## config.mk

```make
export PLATFORM = sky130hd
export DESIGN_NAME = dsrb_ctrl
export DESIGN_NICKNAME = d
export VERILOG_FILES = /design/src/rtl/dsrb_pkg.sv /design/src/rtl/dsrb_ctrl.sv
export SDC_FILE = /design/constraint.sdc
export NUM_CORES = 1
export LEC_CHECK = 0
export BUFFER_PORTS_ARGS = -buffer_cell sky130_fd_sc_hd__buf_2
export CORE_ASPECT_RATIO = 1.4
export CORE_UTILIZATION = 29
export CTS_CLUSTER_SIZE = 10
export DETAILED_ROUTE_END_ITERATION = 8
export PLACE_DENSITY = 0.59
export SETUP_SLACK_MARGIN = 0.2
export SLEW_MARGIN = 20
export SYNTH_ARGS = -nofsm -noshare
export SYNTH_HDL_FRONTEND = slang
export SYNTH_SLANG_ARGS = --single-unit
```

## constraint.sdc

```tcl
create_clock -name clk -period 5.5 [get_ports clk]
set_input_delay 1.1 -clock clk [delete_from_list [all_inputs] [get_ports clk]]
set_output_delay 1.1 -clock clk [all_outputs]
set_load 0.1 [all_outputs]
```

## src/rtl/dsrb_pkg.sv

```systemverilog
// Shared types and constants for the deduplicating sorted result buffer.
// It has no dependencies. The store, the sequencer and the top level import it.
package dsrb_pkg;

	localparam int ADDR_W = 6;   // enough for the largest store of 64 entries
	localparam int CNT_W  = 7;   // entry count, 0 to 64 inclusive

	typedef struct packed {
		logic [63:0]        offset;
		logic signed [63:0] ts;
	} entry_t;

	typedef struct packed {
		logic              we;
		logic [ADDR_W-1:0] waddr;
		entry_t            wdata;
		logic [ADDR_W-1:0] raddr;
	} mem_req_t;

	typedef struct packed {
		logic valid;
		logic last;
		logic overflow;
	} emit_t;

endpackage

```

## src/rtl/dsrb_ctrl.sv

```systemverilog
// Sequencer for the result buffer. It scans for duplicates, does the shifting
// insert that keeps the store in order and reads the store out for emission.
// It depends on dsrb_pkg and drives the dsrb_store port.
module dsrb_ctrl #(
	parameter int CAPACITY = 64
) (
	input  logic                             clk,
	input  logic                             arst_n,
	input  logic                             start,
	input  logic [63:0]                      record_offset,
	input  logic signed [63:0]               timestamp,
	input  logic                             end_of_set,
	input  logic [dsrb_pkg::CNT_W-1:0]       result_limit,
	input  dsrb_pkg::entry_t                 rdata,
	output dsrb_pkg::mem_req_t               mem_req,
	output dsrb_pkg::emit_t                  emit,
	output logic                             busy
);
	import dsrb_pkg::*;

	typedef enum logic [4:0] {
		ST_IDLE  = 5'b00001,
		ST_SCAN  = 5'b00010,
		ST_SHIFT = 5'b00100,
		ST_WRAP  = 5'b01000,
		ST_EMIT  = 5'b10000
	} state_t;

	state_t             state_q;
	logic [CNT_W-1:0]   cnt_q;
	logic               ovf_q;
	logic [63:0]        off_q;
	logic signed [63:0] ts_q;
	logic               last_q;
	logic [CNT_W-1:0]   idx_q;
	logic [CNT_W-1:0]   pos_q;
	logic               dup_q;
	logic               rd_s1;
	logic               sh_s1;
	logic [ADDR_W-1:0]  sh_addr_s1;
	logic               em_s1;
	logic               em_last_s1;

	logic             scan_issue, scan_done, hit, ge, full;
	logic             shift_issue, shift_done, emit_issue, emit_done;
	logic [CNT_W-1:0] n_emit, idx_dec;

	assign scan_issue  = (state_q == ST_SCAN) && (idx_q < cnt_q);
	assign scan_done   = (state_q == ST_SCAN) && !scan_issue && !rd_s1;
	assign hit         = rd_s1 && (rdata.offset == off_q);
	// Entries with an equal or larger timestamp stay in front of the new one.
	assign ge          = rd_s1 && !(rdata.ts < ts_q);
	assign full        = cnt_q >= CNT_W'(CAPACITY);
	assign shift_issue = (state_q == ST_SHIFT) && (idx_q > pos_q);
	assign shift_done  = (state_q == ST_SHIFT) && !shift_issue && !sh_s1;
	assign n_emit      = (result_limit != '0 && result_limit < cnt_q) ? result_limit : cnt_q;
	assign emit_issue  = (state_q == ST_EMIT) && (idx_q < n_emit);
	assign emit_done   = (state_q == ST_EMIT) && !emit_issue && !em_s1;
	assign idx_dec     = idx_q - CNT_W'(1);

	always_comb begin
		mem_req.raddr = (state_q == ST_SHIFT) ? idx_dec[ADDR_W-1:0] : idx_q[ADDR_W-1:0];
		mem_req.we    = sh_s1 || shift_done;
		mem_req.waddr = sh_s1 ? sh_addr_s1 : pos_q[ADDR_W-1:0];
		if (sh_s1) begin
			mem_req.wdata = rdata;
		end else begin
			mem_req.wdata.offset = off_q;
			mem_req.wdata.ts     = ts_q;
		end
	end

	assign emit.valid    = em_s1;
	assign emit.last     = em_last_s1;
	assign emit.overflow = ovf_q;
	assign busy          = (state_q != ST_IDLE);

	always_ff @(posedge clk or negedge arst_n) begin
		if (!arst_n) begin
			state_q <= ST_IDLE;
			cnt_q   <= '0;
			ovf_q   <= 1'b0;
			rd_s1   <= 1'b0;
			sh_s1   <= 1'b0;
			em_s1   <= 1'b0;
		end else begin
			rd_s1 <= scan_issue;
			sh_s1 <= shift_issue;
			em_s1 <= emit_issue;
			case (state_q)
				ST_IDLE: begin
					if (start) begin
						state_q <= ST_SCAN;
					end
				end
				ST_SCAN: begin
					if (scan_done) begin
						if (dup_q) begin
							state_q <= ST_WRAP;
						end else if (full) begin
							ovf_q   <= 1'b1;
							state_q <= ST_WRAP;
						end else begin
							state_q <= ST_SHIFT;
						end
					end
				end
				ST_SHIFT: begin
					if (shift_done) begin
						cnt_q   <= cnt_q + CNT_W'(1);
						state_q <= ST_WRAP;
					end
				end
				ST_WRAP: begin
					state_q <= last_q ? ST_EMIT : ST_IDLE;
				end
				ST_EMIT: begin
					if (emit_done) begin
						cnt_q   <= '0;
						ovf_q   <= 1'b0;
						state_q <= ST_IDLE;
					end
				end
				default: begin
					state_q <= ST_IDLE;
				end
			endcase
		end
	end

	// Payload and index registers: these need no reset.
	always_ff @(posedge clk) begin
		sh_addr_s1 <= idx_q[ADDR_W-1:0];
		em_last_s1 <= (idx_q == n_emit - CNT_W'(1));
		case (state_q)
			ST_IDLE: begin
				off_q  <= record_offset;
				ts_q   <= timestamp;
				last_q <= end_of_set;
				idx_q  <= '0;
				pos_q  <= '0;
				dup_q  <= 1'b0;
			end
			ST_SCAN: begin
				if (scan_issue) begin
					idx_q <= idx_q + CNT_W'(1);
				end
				if (hit) begin
					dup_q <= 1'b1;
				end
				if (ge) begin
					pos_q <= pos_q + CNT_W'(1);
				end
				if (scan_done) begin
					idx_q <= cnt_q;
				end
			end
			ST_SHIFT: begin
				if (shift_issue) begin
					idx_q <= idx_dec;
				end
			end
			ST_WRAP: begin
				idx_q <= '0;
			end
			ST_EMIT: begin
				if (emit_issue) begin
					idx_q <= idx_q + CNT_W'(1);
				end
			end
			default: begin
				idx_q <= '0;
			end
		endcase
	end

endmodule

```

==> run summary <==
The clock slew seen by the registers of the worst setup and hold paths came out at 0.07 ns. The tools report the initial antenna violation count as 9. At the placement stage, the worst setup path has a slack of 0.503 ns.

STA classifies the critical path startpoint as an input pin. Max-cap violations in this run came to 0. The logs give 10700 um2 for the summed instance area of the synthesized netlist and 35800 um for the total wire length after detailed routing. Routed signal wires occupy layers up through met5. Counting tap cells, the placed design contains a total of 1864 instances.

The number of levels in the clock H-tree came out at 4. Leaving out filler cells and counting taps, the final layout contains 1902. After clock tree synthesis, the repair step resized 0 gates. For this design, the sink count on the clock tree is 167. The total power is 9.01 mW. The starting utilization of the core area was 29.7%. For the finished layout, the period the worst path requires is 4.58 ns. Of all flip-flops after synthesis, the portion carrying an async set or reset was 9.58%. Summed over all nets, the switching power comes to 5.22 mW. The worst path meets setup with 0.924 ns of slack.

The length of routed wiring on met1 is 13600 um. Path category of the worst min-delay check: flop to flop. Synthesis inferred 167 register bits. The post-synthesis area per instance came out at 10.4 um2.

CTS placed an instance of clkbuf_16 at the clock tree root. The share of the Yosys chip area taken by registers is 45.5%. The logs give 37700 um2 for the die area and 219 MHz for the top achievable clock speed. For the pin with the worst max-slew slack, the measured transition is 0.929 ns.

Data on the critical path arrives at its endpoint at 4.95 ns. The die is 164 um wide. The highest ir drop seen on vdd was 0.489 mV. The mean routed wirelength per cell is 18.8 um, and the maximum root-to-sink buffer count is 2. The run gives 82 as the placement row count. The post-synthesis cell type count was 75. The first-pass GRT wire length is 53200 um. The average via count per standard cell is 4.90, and the number of warning messages in the yosys log is 0. The final net count is 1781, and the net count after synthesis is 1384. Pin placement for this block handled 412 I/O pins. Combinational logic is responsible for 60.7% of the overall power. The layout overhead on the synthesized area works out to 28.9%.

Setup repair after global routing left no endpoint under its margin. The slowest stage of the critical path belongs to the cell nor3b_4. The tools report the number of nets still failing antenna checks after routing as 0. The max-slew violation count came out at 0. In this run the worst path has a maximum fanout of 10. Buffers placed on the I/O ports in this run total 411.

On the worst path, the slowest cell contributes a delay of 0.48 ns. The tools report the number of buffers created by CTS as 17. After detailed routing, the met2 layer carries 19400 um of wire. The required time of the worst setup path is 5.88 ns. The internal portion of the total power is 3.79 mW.

Of the total power, the clock network draws 13.6%. The number of synthesized flops with an enable pin works out to 144. The flow ran to the end, and the final reports show no timing, DRC or antenna violations. TritonCTS built the clock tree. The first detailed-routing pass took 5 iterations.

The region available for standard cell placement spans 36000 um2. In the detailed route, the total length drawn on met3 is 1940 um. The clock arrives with 0.0169 ns of skew. For this block, the initial DRC count from the detailed router was 398.

Endpoint kind of the worst setup timing path: a flop. Traced cell by cell, the critical path runs through buf_2, ha_1, a21o_1, a31oi_4, o211a_1, mux2i_1, inv_1, ha_1, inv_1, a31oi_1, o2111a_1, a311oi_1, o211ai_1, o311ai_2, nor3b_4, o22a_1. Clock latency on the worst-skew pair, taken at its later pin, is 0.44 ns. The logs give 123 for the maximum number of pins on one net before global-route repair and 9333 for the via count of the first global-routing pass. Final RePlAce weighted congestion: 0.916.

The worst slew margin relative to its limit came out at 38.1%. Of the total power, the share spent switching nets is 58.0%. Most frequently used flop master after synthesis: edfxtp_1.

The setup check on the worst reg-to-reg path leaves a slack of 1.00 ns. For this design the ratio of total power to cell area is 654 nW/um2. The number of standard cells after synthesis is 1025, and the total overflow reported by the global router is 0.

Setup violations remaining at the end of the flow were counted as 0. The hold-fix buffer count after cts came out at 0. Global routing consumed, over all layers together, 19.1% of the routing resources. The height of the die was 229 um. Critical setup path kind: input pin to flop. The share of the clock period used by the worst path came out at 83.2%.

For the final routed database, the setup TNS stands at 0 ns. The number of remaining DRC errors was 0; the number of hold violations in the final report was 0. In this run the static leakage power is 6.08 nW.

After legalization and detailed placement, the total HPWL measured 28700 um. Cells with a size suffix above 1 make up 36.4% of the layout. The logs give 25.7% for the share of total power in sequential cells and 0 for the post-CTS setup-driven buffer insertion count. Summing over every cut layer, the via total after detailed routing is 9318.
## registers in the layout, summed over array words and instances, names as in the netlist
register    flops
cnt_q           7
off_q          64
idx_q           7
em_s1           1
state_q         5
em_last_s1      1
ovf_q           1
rd_s1           1
pos_q           7
sh_addr_s1      6
ts_q           64
last_q          1
sh_s1           1
dup_q           1
## area by class of cell
| class | instances | area (um2) |
|---|---|---|
| fillers | 3639 | 22200 |
| repair buffers | 415 | 2120 |
| diodes | 5 | 12.5 |
| clock inverters | 14 | 149 |
| well taps | 462 | 578 |
| multi-input cells | 714 | 5220 |
| flip-flops and latches | 167 | 4870 |
| clock buffers | 18 | 429 |
| inverters | 107 | 407 |
## cell usage in the layout, fill, tap and decap left out, types with 17 or more instances in the layout
master / n
a21oi_1: 32
buf_2: 411
clkbuf_16: 17
edfxtp_1: 144
ha_1: 92
inv_1: 106
mux2_2: 61
nand2_1: 103
nand3_1: 17
nand4_1: 24
nor2_1: 53
o21ai_0: 96
xnor2_1: 56
xor2_1: 24
## path summary, 6_finish.rpt
check	from	endpoint	cells after the start
max	result_limit[2]	state_q[3]	16
min	dup_q	state_q[2]	1
min in group asynchronous	arst_n	cnt_q[2]	1
max in group asynchronous	arst_n	state_q[0]	1
min reg2reg	dup_q	state_q[2]	1
max reg2reg	cnt_q[2]	state_q[3]	16
## cells by family (layout without fill, tap and decap cells)
| kind of cell | count (synthesis) | count (layout) | synth area share, % |
|---|---|---|---|
| AOI/OAI and AO/OA | 215 | 215 | 12.8 |
| xor gates and xnor gates | 80 | 80 | 6.55 |
| adders and majority gates | 93 | 93 | 10.9 |
| buffers and inverters | 144 | 554 | 5.70 |
| DFF | 167 | 167 | 45.5 |
| muxes | 64 | 64 | 6.70 |
| other | 0 | 5 | 0 |
| and+or+nand+nor | 262 | 262 | 11.8 |
## metrics by stage
stage / hold WS, ns / utilization (%) / instance area [um2]
finish: 0.551 / 38.3 / 13800
global route: 0.552 / 38.3 / 13800
CTS: 0.527 / 38.2 / 13700
detailed placement: 0.537 / 36.6 / 13200
floorplan: 0.422 / - / 10700
global placement: 0.523 / 36.6 / 13200
## power by group through the flow
stage               clock [mW]  combinational [mW]  sequential, mW
floorplan                    0                4.48            2.28
global placement             0                5.48            2.32
detailed placement           0                5.50            2.34
CTS                       1.26                5.52            2.32
global route              1.30                5.76            2.37
finish                    1.22                5.47            2.32
## cells in the mapped netlist (3+ instances only)
cell type | count | area, um2
nor4_1 | 15 | 93.8
o22ai_1 | 8 | 50.1
a211oi_1 | 5 | 37.5
nand4_1 | 24 | 150
mux2_2 | 61 | 687
inv_1 | 107 | 402
a221oi_1 | 7 | 61.3
a21oi_1 | 32 | 160
o41ai_1 | 4 | 35.0
nor3_1 | 15 | 75.1
buf_4 | 3 | 22.5
clkbuf_1 | 25 | 93.8
dfxtp_1 | 7 | 140
edfxtp_1 | 144 | 4320
nand2_1 | 103 | 387
dfrtp_1 | 15 | 375
a22oi_1 | 6 | 45.0
ha_1 | 92 | 1150
a21o_1 | 8 | 60.1
xnor2_1 | 56 | 490
nand2b_1 | 4 | 25.0
nor2b_1 | 6 | 37.5
nand3_1 | 17 | 85.1
o21a_1 | 4 | 30.0
a22o_1 | 3 | 26.3
or3_1 | 4 | 25.0
a31oi_1 | 6 | 37.5
o2bb2ai_1 | 5 | 43.8
buf_6 | 7 | 78.8
mux2i_1 | 3 | 30.0
a2111oi_0 | 3 | 26.3
o21ai_0 | 96 | 480
nor2_1 | 53 | 199
o211ai_1 | 3 | 22.5
xor2_1 | 24 | 210
## worst max-delay path, delay by kind of cell
family,cells,cell delay (ns)
AOI/OAI and AO/OA,9,2.23
adders and majority gates,2,0.55
and+or+nand+nor,1,0.48
muxes,1,0.33
buffers and inverters,3,0.28
## per-layer routing
layer / vias to the layer above / GRT usage (%)
li1: 4524 / -
met1: 4435 / 20.8
met2: 296 / 35.5
met3: 51 / 4.38
met4: 12 / 6.34
met5: - / 0
No activity file was read; power rests on OpenSTA's default activity.
